`config.mk`:
```
export PLATFORM = sky130hd
export DESIGN_NAME = arm_disarm_failsafe_supervisor_flat
export DESIGN_NICKNAME = d
export VERILOG_FILES = /design/src/afs_pkg.sv /design/src/afs_in_if.sv /design/src/afs_out_if.sv /design/src/afs_lane.sv /design/src/afs_core.sv /design/src/arm_disarm_failsafe_supervisor.sv /design/src/flat_wrapper.sv
export SDC_FILE = /design/constraint.sdc
export NUM_CORES = 1
export LEC_CHECK = 0
export BUFFER_PORTS_ARGS = -buffer_cell sky130_fd_sc_hd__buf_2
export CORE_MARGIN = 1.5
export CORE_UTILIZATION = 55
export DETAILED_ROUTE_END_ITERATION = 10
export PLACE_DENSITY = 0.84
export SETUP_SLACK_MARGIN = 0.5
export SYNTH_ARGS = -nofsm -noshare
export SYNTH_HDL_FRONTEND = slang
export SYNTH_SLANG_ARGS = --single-unit
```
`constraint.sdc`:
```
create_clock -name clk_i -period 16.8 [get_ports clk_i]
set_input_delay 3.36 -clock clk_i [delete_from_list [all_inputs] [get_ports clk_i]]
set_output_delay 3.36 -clock clk_i [all_outputs]
set_load 0.05 [all_outputs]
```
`src/afs_pkg.sv`:
```
// ----------------------------------------------------------------------------
// afs_pkg: shared definitions for the arm/disarm failsafe supervisor
// Types, register indexes, reset values and sizing constants used by the
// interfaces, the channel lanes, the state core and the top level.
// ----------------------------------------------------------------------------
package afs_pkg;

  // Number of RC channels carried by one tick and checked in parallel lanes.
  localparam int unsigned MAX_CHANNELS = 8;
  // Failsafe blink counter limit; the LED toggles once the count exceeds it.
  localparam int unsigned BLINK_LIMIT  = 25;
  localparam int unsigned BLINK_W      = $clog2(BLINK_LIMIT + 2);

  localparam int unsigned PULSE_W      = 16;
  localparam int unsigned CFG_IDX_W    = 3;
  localparam int unsigned CFG_DATA_W   = 16;

  // Q15 unity, used for the stick margin.
  localparam logic signed [17:0] Q15_ONE = 18'sd32768;

  typedef enum logic [CFG_IDX_W-1:0] {
    CFG_ARM_THRESHOLD   = 3'd0,
    CFG_CHANNELS_IN_USE = 3'd1,
    CFG_PWM_LOW         = 3'd2,
    CFG_PWM_HIGH        = 3'd3,
    CFG_HOLD_MS         = 3'd4,
    CFG_PERIOD_MS       = 3'd5
  } afs_cfg_idx_e;

  localparam logic [15:0] RST_ARM_THRESHOLD   = 16'd4915;
  localparam logic [3:0]  RST_CHANNELS_IN_USE = 4'd8;
  localparam logic [15:0] RST_PWM_LOW         = 16'd900;
  localparam logic [15:0] RST_PWM_HIGH        = 16'd2100;
  localparam logic [15:0] RST_HOLD_MS         = 16'd500;
  localparam logic [15:0] RST_PERIOD_MS       = 16'd20;

  typedef struct packed {
    logic [15:0] arm_threshold;
    logic [3:0]  channels_in_use;
    logic [15:0] pwm_low;
    logic [15:0] pwm_high;
    logic [15:0] hold_ms;
    logic [15:0] period_ms;
  } afs_cfg_t;

  typedef struct packed {
    logic [31:0]        now_ms;
    logic               link_lost;
    logic [63:0]        pulses_low;
    logic [63:0]        pulses_high;
    logic signed [15:0] throttle;
    logic signed [15:0] yaw;
    logic               switch_mapped;
    logic               switch_on;
    logic               calibration_done;
  } afs_in_t;

  // Tick after the lane stage: the pulse widths are reduced to one flag.
  typedef struct packed {
    logic [31:0]        now_ms;
    logic               link_lost;
    logic               pulse_bad;
    logic signed [15:0] throttle;
    logic signed [15:0] yaw;
    logic               switch_mapped;
    logic               switch_on;
    logic               calibration_done;
  } afs_step_t;

  typedef struct packed {
    logic updated;
    logic in_failsafe;
    logic is_armed;
    logic rc_lost_error;
    logic start_calibration;
    logic led;
  } afs_out_t;

endpackage

```
`src/afs_in_if.sv`:
```
// ----------------------------------------------------------------------------
// afs_in_if: tick input channel
// Valid/ready channel carrying one supervisor tick per transfer.
// ----------------------------------------------------------------------------
interface afs_in_if
  import afs_pkg::*;
();
  logic    valid;
  logic    ready;
  afs_in_t payload;

  modport source (output valid, output payload, input ready);
  modport sink   (input valid, input payload, output ready);
endinterface

```
`src/afs_out_if.sv`:
```
// ----------------------------------------------------------------------------
// afs_out_if: result output channel
// Valid/ready channel carrying one supervisor result per transfer.
// ----------------------------------------------------------------------------
interface afs_out_if
  import afs_pkg::*;
();
  logic     valid;
  logic     ready;
  afs_out_t payload;

  modport source (output valid, output payload, input ready);
  modport sink   (input valid, input payload, output ready);
endinterface

```
`src/afs_lane.sv`:
```
// ----------------------------------------------------------------------------
// afs_lane: single RC channel range check
// Flags a channel that is in use and whose pulse width lies outside the
// configured valid window.
// ----------------------------------------------------------------------------
module afs_lane
  import afs_pkg::*;
(
  input  logic               in_use_i,
  input  logic [PULSE_W-1:0] pulse_i,
  input  logic [15:0]        pwm_low_i,
  input  logic [15:0]        pwm_high_i,
  output logic               bad_o
);

  assign bad_o = in_use_i && ((pulse_i < pwm_low_i) || (pulse_i > pwm_high_i));

endmodule

```
`src/afs_core.sv`:
```
// ----------------------------------------------------------------------------
// afs_core: supervisor state and update logic
// Holds the arming, failsafe and LED state and works out the next state and
// the result of one tick.
// ----------------------------------------------------------------------------
module afs_core
  import afs_pkg::*;
(
  input  logic      clk_i,
  input  logic      rst_ni,
  input  logic      step_i,
  input  afs_step_t item_i,
  input  afs_cfg_t  cfg_i,
  output afs_out_t  res_o
);

  logic [31:0]        last_q, last_d;
  logic [31:0]        hold_q, hold_d;
  logic               armed_q, armed_d;
  logic               cal_q, cal_d;
  logic               lost_q, lost_d;
  logic               fs_q, fs_d;
  logic [BLINK_W-1:0] blink_q, blink_d;
  logic               led_q, led_d;

  logic [31:0]        dt;
  logic               upd;
  logic               fs;
  logic               req;
  logic [BLINK_W-1:0] blink_base;
  logic [32:0]        hold_sum;
  logic [31:0]        hold_nx;
  logic signed [17:0] thr;
  logic signed [17:0] margin;
  logic signed [17:0] thr_in;
  logic signed [17:0] yaw_in;
  logic               low_thr;
  logic               gesture;
  logic               arm_try;

  always_comb begin
    dt       = item_i.now_ms - last_q;
    upd      = dt >= {16'b0, cfg_i.period_ms};
    fs       = item_i.link_lost || item_i.pulse_bad;
    thr      = $signed({2'b00, cfg_i.arm_threshold});
    margin   = Q15_ONE - thr;
    thr_in   = 18'(item_i.throttle);
    yaw_in   = 18'(item_i.yaw);
    low_thr  = thr_in < thr;
    gesture  = armed_q ? (low_thr && (yaw_in < -margin))
                       : (low_thr && (yaw_in > margin));
    hold_sum = {1'b0, hold_q} + {1'b0, dt};
    if (!gesture) begin
      hold_nx = '0;
    end else if (hold_sum[32]) begin
      hold_nx = '1;
    end else begin
      hold_nx = hold_sum[31:0];
    end
    blink_base = (blink_q > BLINK_W'(BLINK_LIMIT)) ? '0 : blink_q;

    last_d  = last_q;
    hold_d  = hold_q;
    armed_d = armed_q;
    cal_d   = cal_q;
    lost_d  = lost_q;
    fs_d    = fs_q;
    blink_d = blink_q;
    led_d   = led_q;
    req     = 1'b0;
    arm_try = 1'b0;

    if (upd) begin
      last_d = item_i.now_ms;
      if (fs) begin
        if (blink_q > BLINK_W'(BLINK_LIMIT)) begin
          led_d = ~led_q;
        end
        blink_d = blink_base + BLINK_W'(1);
        fs_d    = 1'b1;
        if (item_i.link_lost) begin
          lost_d = 1'b1;
        end
      end else begin
        fs_d   = 1'b0;
        lost_d = 1'b0;
        if (!item_i.switch_mapped) begin
          hold_d = hold_nx;
          if (hold_nx > {16'b0, cfg_i.hold_ms}) begin
            if (!armed_q) begin
              arm_try = 1'b1;
            end else begin
              armed_d = 1'b0;
              led_d   = 1'b0;
              hold_d  = '0;
            end
          end
        end else if (item_i.switch_on) begin
          arm_try = !armed_q;
        end else begin
          armed_d = 1'b0;
          led_d   = 1'b0;
        end

        // The lost flag has just been cleared on this path, so an arm
        // attempt is never refused for lost link here.
        if (arm_try) begin
          if (!cal_q) begin
            req   = 1'b1;
            cal_d = 1'b1;
          end else if (item_i.calibration_done) begin
            cal_d   = 1'b0;
            armed_d = 1'b1;
            led_d   = 1'b1;
            // Only the stick path restarts the hold timer on arming.
            if (!item_i.switch_mapped) begin
              hold_d = '0;
            end
          end
        end
      end
    end

    res_o.updated           = upd;
    res_o.in_failsafe       = fs_d;
    res_o.is_armed          = armed_d;
    res_o.rc_lost_error     = lost_d;
    res_o.start_calibration = req;
    res_o.led               = led_d;
  end

  always_ff @(posedge clk_i or negedge rst_ni) begin
    if (!rst_ni) begin
      last_q  <= '0;
      hold_q  <= '0;
      armed_q <= 1'b0;
      cal_q   <= 1'b0;
      lost_q  <= 1'b0;
      fs_q    <= 1'b0;
      blink_q <= '0;
      led_q   <= 1'b0;
    end else if (step_i) begin
      last_q  <= last_d;
      hold_q  <= hold_d;
      armed_q <= armed_d;
      cal_q   <= cal_d;
      lost_q  <= lost_d;
      fs_q    <= fs_d;
      blink_q <= blink_d;
      led_q   <= led_d;
    end
  end

endmodule

```
`src/arm_disarm_failsafe_supervisor.sv`:
```
// ----------------------------------------------------------------------------
// arm_disarm_failsafe_supervisor: arming and failsafe supervisor top level
// Checks RC channels in parallel lanes, then runs the arming state update.
// ----------------------------------------------------------------------------
// The supervisor takes one tick per clock cycle while the output is not stalled
// and returns one result per tick, through the lane stage register and then the
// output register. The first stage checks all eight RC pulse widths side by side,
// one lane per channel, and merges the lane flags; the second runs the update
// gate, the failsafe and arming logic and loads the output register. The two
// stages and the output register let a new tick be taken while a result still waits.
// Configuration registers are written through the plain write port and must
// only be changed while no tick is in flight.
module arm_disarm_failsafe_supervisor
  import afs_pkg::*;
(
  input  logic                  clk_i,
  input  logic                  rst_ni,
  input  logic                  cfg_we_i,
  input  logic [CFG_IDX_W-1:0]  cfg_idx_i,
  input  logic [CFG_DATA_W-1:0] cfg_data_i,
  afs_in_if.sink                in_i,
  afs_out_if.source             out_o
);

  afs_cfg_t  cfg_q;
  logic      s1_valid_q;
  afs_step_t s1_item_q;
  logic      out_valid_q;
  afs_out_t  out_q;
  afs_out_t  res;
  logic      s2_take;
  logic      in_take;

  logic [2*64-1:0]         pulses;
  logic [MAX_CHANNELS-1:0] lane_bad;

  assign s2_take     = s1_valid_q && (!out_valid_q || out_o.ready);
  assign in_i.ready  = !s1_valid_q || s2_take;
  assign in_take     = in_i.valid && in_i.ready;
  assign out_o.valid = out_valid_q;
  assign out_o.payload = out_q;

  // Configuration registers.
  always_ff @(posedge clk_i or negedge rst_ni) begin
    if (!rst_ni) begin
      cfg_q.arm_threshold   <= RST_ARM_THRESHOLD;
      cfg_q.channels_in_use <= RST_CHANNELS_IN_USE;
      cfg_q.pwm_low         <= RST_PWM_LOW;
      cfg_q.pwm_high        <= RST_PWM_HIGH;
      cfg_q.hold_ms         <= RST_HOLD_MS;
      cfg_q.period_ms       <= RST_PERIOD_MS;
    end else if (cfg_we_i) begin
      unique case (cfg_idx_i)
        CFG_ARM_THRESHOLD:   cfg_q.arm_threshold   <= cfg_data_i;
        CFG_CHANNELS_IN_USE: cfg_q.channels_in_use <= cfg_data_i[3:0];
        CFG_PWM_LOW:         cfg_q.pwm_low         <= cfg_data_i;
        CFG_PWM_HIGH:        cfg_q.pwm_high        <= cfg_data_i;
        CFG_HOLD_MS:         cfg_q.hold_ms         <= cfg_data_i;
        CFG_PERIOD_MS:       cfg_q.period_ms       <= cfg_data_i;
        default: ;
      endcase
    end
  end

  // Channel lanes. A lane is enabled when the count is above its lane number.
  assign pulses = {in_i.payload.pulses_high, in_i.payload.pulses_low};

  for (genvar g = 0; g < MAX_CHANNELS; g++) begin : g_lane
    afs_lane u_lane (
      .in_use_i   (4'(g) < cfg_q.channels_in_use),
      .pulse_i    (pulses[g*PULSE_W +: PULSE_W]),
      .pwm_low_i  (cfg_q.pwm_low),
      .pwm_high_i (cfg_q.pwm_high),
      .bad_o      (lane_bad[g])
    );
  end

  // Lane stage register with merged channel flag.
  always_ff @(posedge clk_i or negedge rst_ni) begin
    if (!rst_ni) begin
      s1_valid_q <= 1'b0;
    end else if (in_i.ready) begin
      s1_valid_q <= in_i.valid;
    end
  end

  always_ff @(posedge clk_i) begin
    if (in_take) begin
      s1_item_q.now_ms           <= in_i.payload.now_ms;
      s1_item_q.link_lost        <= in_i.payload.link_lost;
      s1_item_q.pulse_bad        <= |lane_bad;
      s1_item_q.throttle         <= in_i.payload.throttle;
      s1_item_q.yaw              <= in_i.payload.yaw;
      s1_item_q.switch_mapped    <= in_i.payload.switch_mapped;
      s1_item_q.switch_on        <= in_i.payload.switch_on;
      s1_item_q.calibration_done <= in_i.payload.calibration_done;
    end
  end

  afs_core u_core (
    .clk_i  (clk_i),
    .rst_ni (rst_ni),
    .step_i (s2_take),
    .item_i (s1_item_q),
    .cfg_i  (cfg_q),
    .res_o  (res)
  );

  // Output register.
  always_ff @(posedge clk_i or negedge rst_ni) begin
    if (!rst_ni) begin
      out_valid_q <= 1'b0;
    end else if (!out_valid_q || out_o.ready) begin
      out_valid_q <= s1_valid_q;
    end
  end

  always_ff @(posedge clk_i) begin
    if (s2_take) begin
      out_q <= res;
    end
  end

endmodule
```
`src/flat_wrapper.sv`:
```
// flat-port wrapper written by rule: the top's interface ports become plain ports
module arm_disarm_failsafe_supervisor_flat import afs_pkg::*;
  (clk_i, rst_ni, cfg_we_i, cfg_idx_i, cfg_data_i, in_i_valid, in_i_payload, in_i_ready, out_o_valid, out_o_payload, out_o_ready);
  afs_in_if in_i_i ();
  afs_out_if out_o_i ();
  input  logic clk_i;
  input  logic rst_ni;
  input  logic cfg_we_i;
  input  logic [CFG_IDX_W-1:0] cfg_idx_i;
  input  logic [CFG_DATA_W-1:0] cfg_data_i;
  input wire logic [$bits(in_i_i.valid)-1:0] in_i_valid;
  input wire logic [$bits(in_i_i.payload)-1:0] in_i_payload;
  output wire logic [$bits(in_i_i.ready)-1:0] in_i_ready;
  output wire logic [$bits(out_o_i.valid)-1:0] out_o_valid;
  output wire logic [$bits(out_o_i.payload)-1:0] out_o_payload;
  input wire logic [$bits(out_o_i.ready)-1:0] out_o_ready;
  assign in_i_i.valid = in_i_valid;
  assign in_i_i.payload = in_i_payload;
  assign in_i_ready = in_i_i.ready;
  assign out_o_valid = out_o_i.valid;
  assign out_o_payload = out_o_i.payload;
  assign out_o_i.ready = out_o_ready;
  arm_disarm_failsafe_supervisor u_core (.clk_i(clk_i), .rst_ni(rst_ni), .cfg_we_i(cfg_we_i), .cfg_idx_i(cfg_idx_i), .cfg_data_i(cfg_data_i), .in_i(in_i_i), .out_o(out_o_i));
endmodule
```
==> results.sh, run 1 <==
export IMPL_netlist_area_leader_share_pct=23.54
export IMPL_crit_slowest_cell="o211a_1"
export IMPL_portBuffers=227
export IMPL_status="completed"
export IMPL_ys_warn_count=0
export IMPL_placementRows=71
export IMPL_synth_area_top_cells="ha_1 (24%), dfrtp_1 (16%), edfxtp_1 (11%)"
export IMPL_grt_overflow=0
export IMPL_io_pins=228
export IMPL_grt_pass1_vias=17900
export IMPL_clockBufferDepth=3
export IMPL_clk_latency_ns=0.55
export IMPL_hold_violations=0
export IMPL_ys_types=103
export IMPL_syn_area_um2=20840
export IMPL_synthCells=2209
export IMPL_synth_nets=2823
export IMPL_cts_buffers=26
export IMPL_antenna_found_initial=12
export IMPL_ant_nets=0
export IMPL_cp_required_ns=17.28
export IMPL_period_minus_slack_ns=8.450
export IMPL_fin_cells=2965
export IMPL_finalSetupTns_ns=0
export IMPL_tightestPinTransition_ns=1.142
export IMPL_synth_most_common_cell="ha_1"
export IMPL_grt_first_pass_wirelength_um=93910
export IMPL_via_count=18500
export IMPL_wl_um=59010
export IMPL_synth_top_area_cell="ha_1"
export IMPL_synthTopCellsByCount="ha_1 (392), nand2_1 (177), o21ai_0 (172)"
export IMPL_numClockSinks=235
export IMPL_post_cts_resized=0
export IMPL_nNetsFinal=3033
export IMPL_fin_hold_ws_ns=0.4856
export IMPL_async_reset_ff_share_pct=68.09
export IMPL_grt_util_all_layers_pct=30.17
export IMPL_synth_seq_area_share_pct=30.16
export IMPL_critPathCaptureType="flop"
export IMPL_final_util_pct=62.51
export IMPL_maxSlewViolCount=0
export IMPL_crit_type="flop to flop"
export IMPL_wire_per_inst_um=19.90
export IMPL_finalCritPeriodShare_pct=50.30
export IMPL_die_w_um=197.7
export IMPL_rsz0062_at_grt="false"
export IMPL_postCtsHoldBufs=0
export IMPL_viasPerCell=6.240
export IMPL_drive_above_1_share_pct=16.32
export IMPL_startpoint_type="flop"
export IMPL_max_stage_delay_ns=0.80
export IMPL_synth_seq_cells=235
export IMPL_cts_root_buffer="clkbuf_16"
export IMPL_synth_edf_count=75
export IMPL_area_growth_pct=12.44
export IMPL_finalSetupViolCount=0
export IMPL_die_height_um=197.7
export IMPL_setup_slack_ns=8.350
export IMPL_nFillCells=3170
export IMPL_die_area_um2=39070
export IMPL_h_tree_depth=1
export IMPL_worst_ep_arrival_time_ns=8.93
export IMPL_cts_setup_buffers=0
export IMPL_drv_cap=0
export IMPL_grt_max_degree=85
export IMPL_placed_cells=2902
export IMPL_power_density_nw_per_um2=135.6
export IMPL_cts_tree="built"
export IMPL_dp_slack_ns=8.512
export IMPL_hold_path_class="flop to flop"
export IMPL_core_area_um2=37490
export IMPL_post_route_drc_count=0
export IMPL_cts_clk_slew_worst_paths_ns=0.06
export IMPL_p_leak_nw=11.10
export IMPL_relSlewSlack_pct=23.85
export IMPL_clock_skew_ns=0.03507
export IMPL_firstDrtPassIters=5
export IMPL_hpwl_um=46840
export IMPL_gp_congestion=0.9589
export IMPL_synth_ff_type="dfrtp_1"
export IMPL_drt_initial_drc_count=1593
export IMPL_crit_fanout=33
export IMPL_irDropWorstVdd_mv=0.08907
export IMPL_fmax_ghz=0.1183
export IMPL_start_util_pct=55.59
export IMPL_cp_common_cell="a21o_1"
export IMPL_avgSynthCellArea_um2=9.434
where the power goes:
part	total [mW]	switching (mW)	internal, mW
sequential	0.781	0.0735	0.707
combinational	1.76	1.06	0.697
clock	0.638	0.239	0.399
sequential cells by signal, indices dropped and copies added (netlist names):
| name | flops |
|---|---|
| u_core.u_core.blink_q | 5 |
| u_core.out_o.payload | 6 |
| u_core.u_core.led_q | 1 |
| u_core.out_o.valid | 1 |
| u_core.s1_valid_q | 1 |
| u_core.u_core.armed_q | 1 |
| u_core.s1_item_q | 69 |
| u_core.u_core.hold_q | 32 |
| u_core.u_core.cal_q | 1 |
| u_core.cfg_q | 84 |
| u_core.u_core.fs_q | 1 |
| u_core.u_core.lost_q | 1 |
| u_core.u_core.last_q | 32 |
cell type report:
class                      instances  area, um2  area share (%)
antenna                           15      37.54          0.1602
sequential                       235       6286           26.83
timing repair buffer             236       1210           5.163
inverter                         158      593.1           2.531
tap                              511      639.4           2.729
clock inverter                    14      240.2           1.025
multi-input combinational       1762      13700           58.45
clock buffer                      34      730.7           3.118
cells by family (layout without fill, tap and decap cells):
family                     count (synthesis)  after routing  synth area share [%]
muxes                                     48             48                 2.612
other                                      0             15                     0
AOI/OAI and AO/OA                        700            700                 22.68
and+or+nand+nor                          547            547                 13.48
DFF                                      235            235                 30.16
buffers and inverters                    212            442                 4.233
adders and majority gates                394            394                 23.73
xor gates and xnor gates                  73             73                 3.104
cells in the final DEF, fill, tap and decap left out, drive strengths merged, types with 10 or more instances in the layout:
cell type / n
a2111oi: 13
a31oi: 14
nand2b: 36
nor2b: 28
buf: 236
mux2: 45
nor3b: 10
o21ai: 179
dfstp: 24
nor4: 13
diode: 15
a32o: 13
inv: 159
ha: 392
edfxtp: 75
nor2: 89
nand2: 177
a211oi: 28
a21o: 109
a22o: 19
nand3: 39
dfrtp: 136
xor2: 24
nand4: 61
o211ai: 30
nor3: 25
o21a: 54
clkbuf: 34
and2: 18
a21oi: 148
and3: 13
xnor2: 49
per-stage QoR:
| step | area (um2) | total power [mW] |
|---|---|---|
| 2_1_floorplan | 20840 | 2.027 |
| 3_3_place_gp | 22420 | 2.424 |
| 3_5_place_dp | 22420 | 2.490 |
| 4_1_cts | 23390 | 3.147 |
| 5_1_grt | 23420 | 3.413 |
| 6_report | 23430 | 3.177 |
worst paths after layout:
check	start	endpoint	slack, ns	cells after the start
worst max-delay path	u_core.cfg_q[70]	u_core.u_core.hold_q[21]	8.35	30
worst min-delay path	u_core.s1_item_q[40]	u_core.u_core.last_q[3]	0.49	2
worst max register to register	u_core.cfg_q[70]	u_core.u_core.hold_q[21]	8.35	30
worst min register to register	u_core.s1_item_q[40]	u_core.u_core.last_q[3]	0.49	2
max in group asynchronous	rst_ni	u_core.cfg_q[25]	12.38	2
min in group asynchronous	rst_ni	u_core.u_core.last_q[28]	2.89	1
critical path: cells and delay by family (launching register included):
family,cells,cell delay (ns)
AO/OA/AOI/OAI,14,3.72
AND/OR/NAND/NOR,11,2.78
adder cells (fa/ha/maj),2,0.56
XOR/XNOR,2,0.54
flip-flops,1,0.44
buffers and inverters,1,0.36
layer usage:
metal	share of wire [%]	track usage, %	up-vias
li1	-	-	8709
met5	0	0	-
met1	44	41.60	8874
met2	45	48.67	779
met3	7.9	3.807	140
met4	3.2	10.72	0
No activity file was read; power rests on OpenSTA's default activity.
==> run 2, diff against run 1 <==
- ABC_AREA: unset -> 1
- PLACE_DENSITY: 0.84 -> 0.86
- clock period: 16.8 -> 7.37 ns (I/O delays scaled with it)
==> run 2 against run 1 <==
Core utilization is 1.2 points higher. Critical endpoint is now u_core.u_core.hold_q[20]. Non-clock buffer count is 12 higher. Cell area is 2.6% higher. Highest routed layer is now met5. Largest power group unchanged. Sequential power is 140% higher.
==> results.sh, run 2 <==
export IMPL_synth_top_area_cell="ha_1"
export IMPL_finalSetupTns_ns=0
export IMPL_postPlaceCellArea_um2=22770
export IMPL_grt_util_all_layers_pct=31.74
export IMPL_min_path_cells=2
export IMPL_synth_ff_type="dfrtp_1"
export IMPL_synth_simple_area_share_pct=20.98
export IMPL_hpwl_um=50490
export IMPL_max_stage_delay_ns=0.54
export IMPL_tightestPinTransition_ns=1.063
export IMPL_antenna_found_initial=11
export IMPL_die_w_um=199.3
export IMPL_maxSlewViolCount=0
export IMPL_clock_skew_ns=0.01245
export IMPL_synth_seq_area_share_pct=29.68
export IMPL_setup_slack_ns=0.7438
export IMPL_drive_above_1_share_pct=13.30
export IMPL_synth_most_common_cell="nand2_1"
export IMPL_cts_root_buffer="clkbuf_16"
export IMPL_netlist_area_leader_share_pct=23.15
export IMPL_status="completed"
export IMPL_drt_initial_drc_count=1829
export IMPL_nNetsFinal=3587
export IMPL_gp_congestion=0.9708
export IMPL_met2_usage_pct=51.28
export IMPL_synth_edf_count=75
export IMPL_power_frac_seq_pct=23.5
export IMPL_crit_type="flop to flop"
export IMPL_grt_first_pass_wirelength_um=99440
export IMPL_synthCells=2736
export IMPL_cp_common_cell="nand2_1"
export IMPL_layout_common_cells="nand2_1 (612), ha_1 (391), inv_1 (342)"
export IMPL_synth_area_top_cells="ha_1 (23%), dfrtp_1 (16%), nand2_1 (11%)"
export IMPL_core_area_um2=37760
export IMPL_fin_area_um2=24050
export IMPL_largest_register="u_core.cfg_q"
export IMPL_irDropWorstVdd_mv=0.2486
export IMPL_synth_compound_area_share_pct=15.92
export IMPL_finalCritPeriodShare_pct=89.91
export IMPL_die_height_um=199.3
export IMPL_grt_pass1_vias=19640
export IMPL_grt_met1_usage_pct=42.51
export IMPL_relSlewSlack_pct=28.91
export IMPL_muxShareOfSynthArea_pct=0
export IMPL_wl_um=64030
export IMPL_p_leak_nw=12.09
export IMPL_synth_nets=3350
export IMPL_top_usage_layer="met2"
export IMPL_period_minus_slack_ns=6.626
export IMPL_cp_required_ns=7.84
export IMPL_synthTopCellsByCount="nand2_1 (616), ha_1 (392), inv_1 (344)"
export IMPL_worst_ep_arrival_time_ns=7.10
export IMPL_via_count=20560
export IMPL_cts_buffers=26
export IMPL_fmax_ghz=0.1509
export IMPL_dp_slack_ns=0.2483
export IMPL_die_area_um2=39700
export IMPL_drv_cap=0
export IMPL_synth_adder_area_share_pct=23.34
export IMPL_portBuffers=227
export IMPL_largest_reg_flops=84
export IMPL_cts_clk_slew_worst_paths_ns=0.06
export IMPL_io_pins=228
export IMPL_clockBufferDepth=3
export IMPL_area_growth_pct=13.54
export IMPL_wire_per_inst_um=18.23
export IMPL_ff2ff_path_depth=44
export IMPL_post_route_drc_count=0
export IMPL_grt_overflow=0
export IMPL_ys_types=60
export IMPL_grtUsageMet3_pct=5.080
export IMPL_firstDrtPassIters=6
export IMPL_ys_warn_count=0
export IMPL_avgSynthCellArea_um2=7.742
export IMPL_grt_max_degree=82
export IMPL_critPathCaptureType="flop"
export IMPL_rsz0062_at_grt="false"
export IMPL_async_reset_ff_share_pct=68.09
export IMPL_clk_latency_ns=0.56
export IMPL_cts_tree="built"
export IMPL_startpoint_type="flop"
export IMPL_clock_power_share_pct=17.7
export IMPL_synth_xor_area_share_pct=2.563
export IMPL_power_frac_comb_pct=58.8
export IMPL_top_regs="u_core.cfg_q x84, u_core.s1_item_q x69"
export IMPL_finalSetupViolCount=0
export IMPL_hold_path_class="flop to flop"
export IMPL_power_density_nw_per_um2=327.3
export IMPL_p_switching_mw=3.796
export IMPL_crit_fanout=32
export IMPL_viasPerCell=5.852
export IMPL_ant_nets=0
export IMPL_numClockSinks=235
export IMPL_switching_share_pct=48.22
export IMPL_cell_internal_pwr_mw=4.076
export IMPL_crit_slowest_cell="dfstp_2"
export IMPL_h_tree_depth=1
export IMPL_placementRows=71
export IMPL_start_util_pct=56.11
export IMPL_layout_cells_most_common="nand2_1"
export IMPL_synth_seq_cells=235
export IMPL_synth_top_family_by_area="adder cells"
export IMPL_nFillCells=3245
export IMPL_syn_area_um2=21180
export IMPL_r2r_slack_ns=0.74
export IMPL_hold_violations=0
[run 2: cell type report]
cell class / count / area [um2] / area share [%]
clock inverters: 15 / 203.9 / 0.8480
inverters: 355 / 1335 / 5.551
well taps: 511 / 639.4 / 2.658
diodes: 9 / 22.52 / 0.09364
multi-input cells: 2107 / 13530 / 56.27
flip-flops and latches: 235 / 6286 / 26.14
clock buffers: 33 / 718.2 / 2.986
repair buffers: 248 / 1313 / 5.457
[run 2: critical path: cells and delay by family, from the launching register on]
family	cells	cell delay, ns
compound gates	4	0.51
simple gates	27	3.49
buf+inv	8	0.85
xor+xnor	2	0.28
fa+ha+maj	3	0.83
flops	1	0.54
[run 2: metrics by stage]
| stage | hold WS [ns] | util [%] | total power [mW] | instances |
|---|---|---|---|---|
| after global placement | 0.4655 | 60.32 | 6.030 | 3437 |
| final | 0.4855 | 63.70 | 7.872 | 3513 |
| after detailed placement | 0.4724 | 60.32 | 6.182 | 3437 |
| after floorplan | 0.4530 | - | 4.941 | 2736 |
| after global routing | 0.5008 | 63.68 | 8.468 | 3509 |
| after CTS | 0.4877 | 62.86 | 7.625 | 3486 |
[run 2: kinds of logic after synthesis]
group	after synthesis
buf+inv	399
fa+ha+maj	394
flops	235
compound gates	599
xor+xnor	62
simple gates	1047
[run 2: final timing paths]
| check | start | endpoint |
|---|---|---|
| worst max-delay path | u_core.cfg_q[68] | u_core.u_core.hold_q[20] |
| worst min-delay path | u_core.cfg_q[54] | u_core.cfg_q[54] |
| worst max register to register | u_core.cfg_q[68] | u_core.u_core.hold_q[20] |
| worst min register to register | u_core.cfg_q[54] | u_core.cfg_q[54] |
| max in group asynchronous | rst_ni | u_core.u_core.hold_q[13] |
| min in group asynchronous | rst_ni | u_core.u_core.hold_q[16] |
[run 2: metal layers]
layer  vias up  part of all wire, %  wire [um]
met5         -                0.048         31
met4         4                  3.9       2491
met3       192                  9.0       5778
met2       977                   45      28560
met1      9526                   42      27170
li1       9858                    -          -
[run 2: timing repair]
item / 4_1_cts / 5_1_grt
setup endpoints to repair: 32 / 38
resized for setup: 5 / 36
buffers inserted: 0 / 14
pin swaps: 0 / 14
gates cloned: 1 / 4
hold buffers: 0 / 0
[run 2: power by group through the flow]
stage | registers (mW) | clock network, mW | logic (mW)
finish | 1.85 | 1.39 | 4.63
global route | 1.87 | 1.45 | 5.14
CTS | 1.83 | 1.40 | 4.39
detailed placement | 1.85 | 0 | 4.33
global placement | 1.84 | 0 | 4.19
floorplan | 1.80 | 0 | 3.14
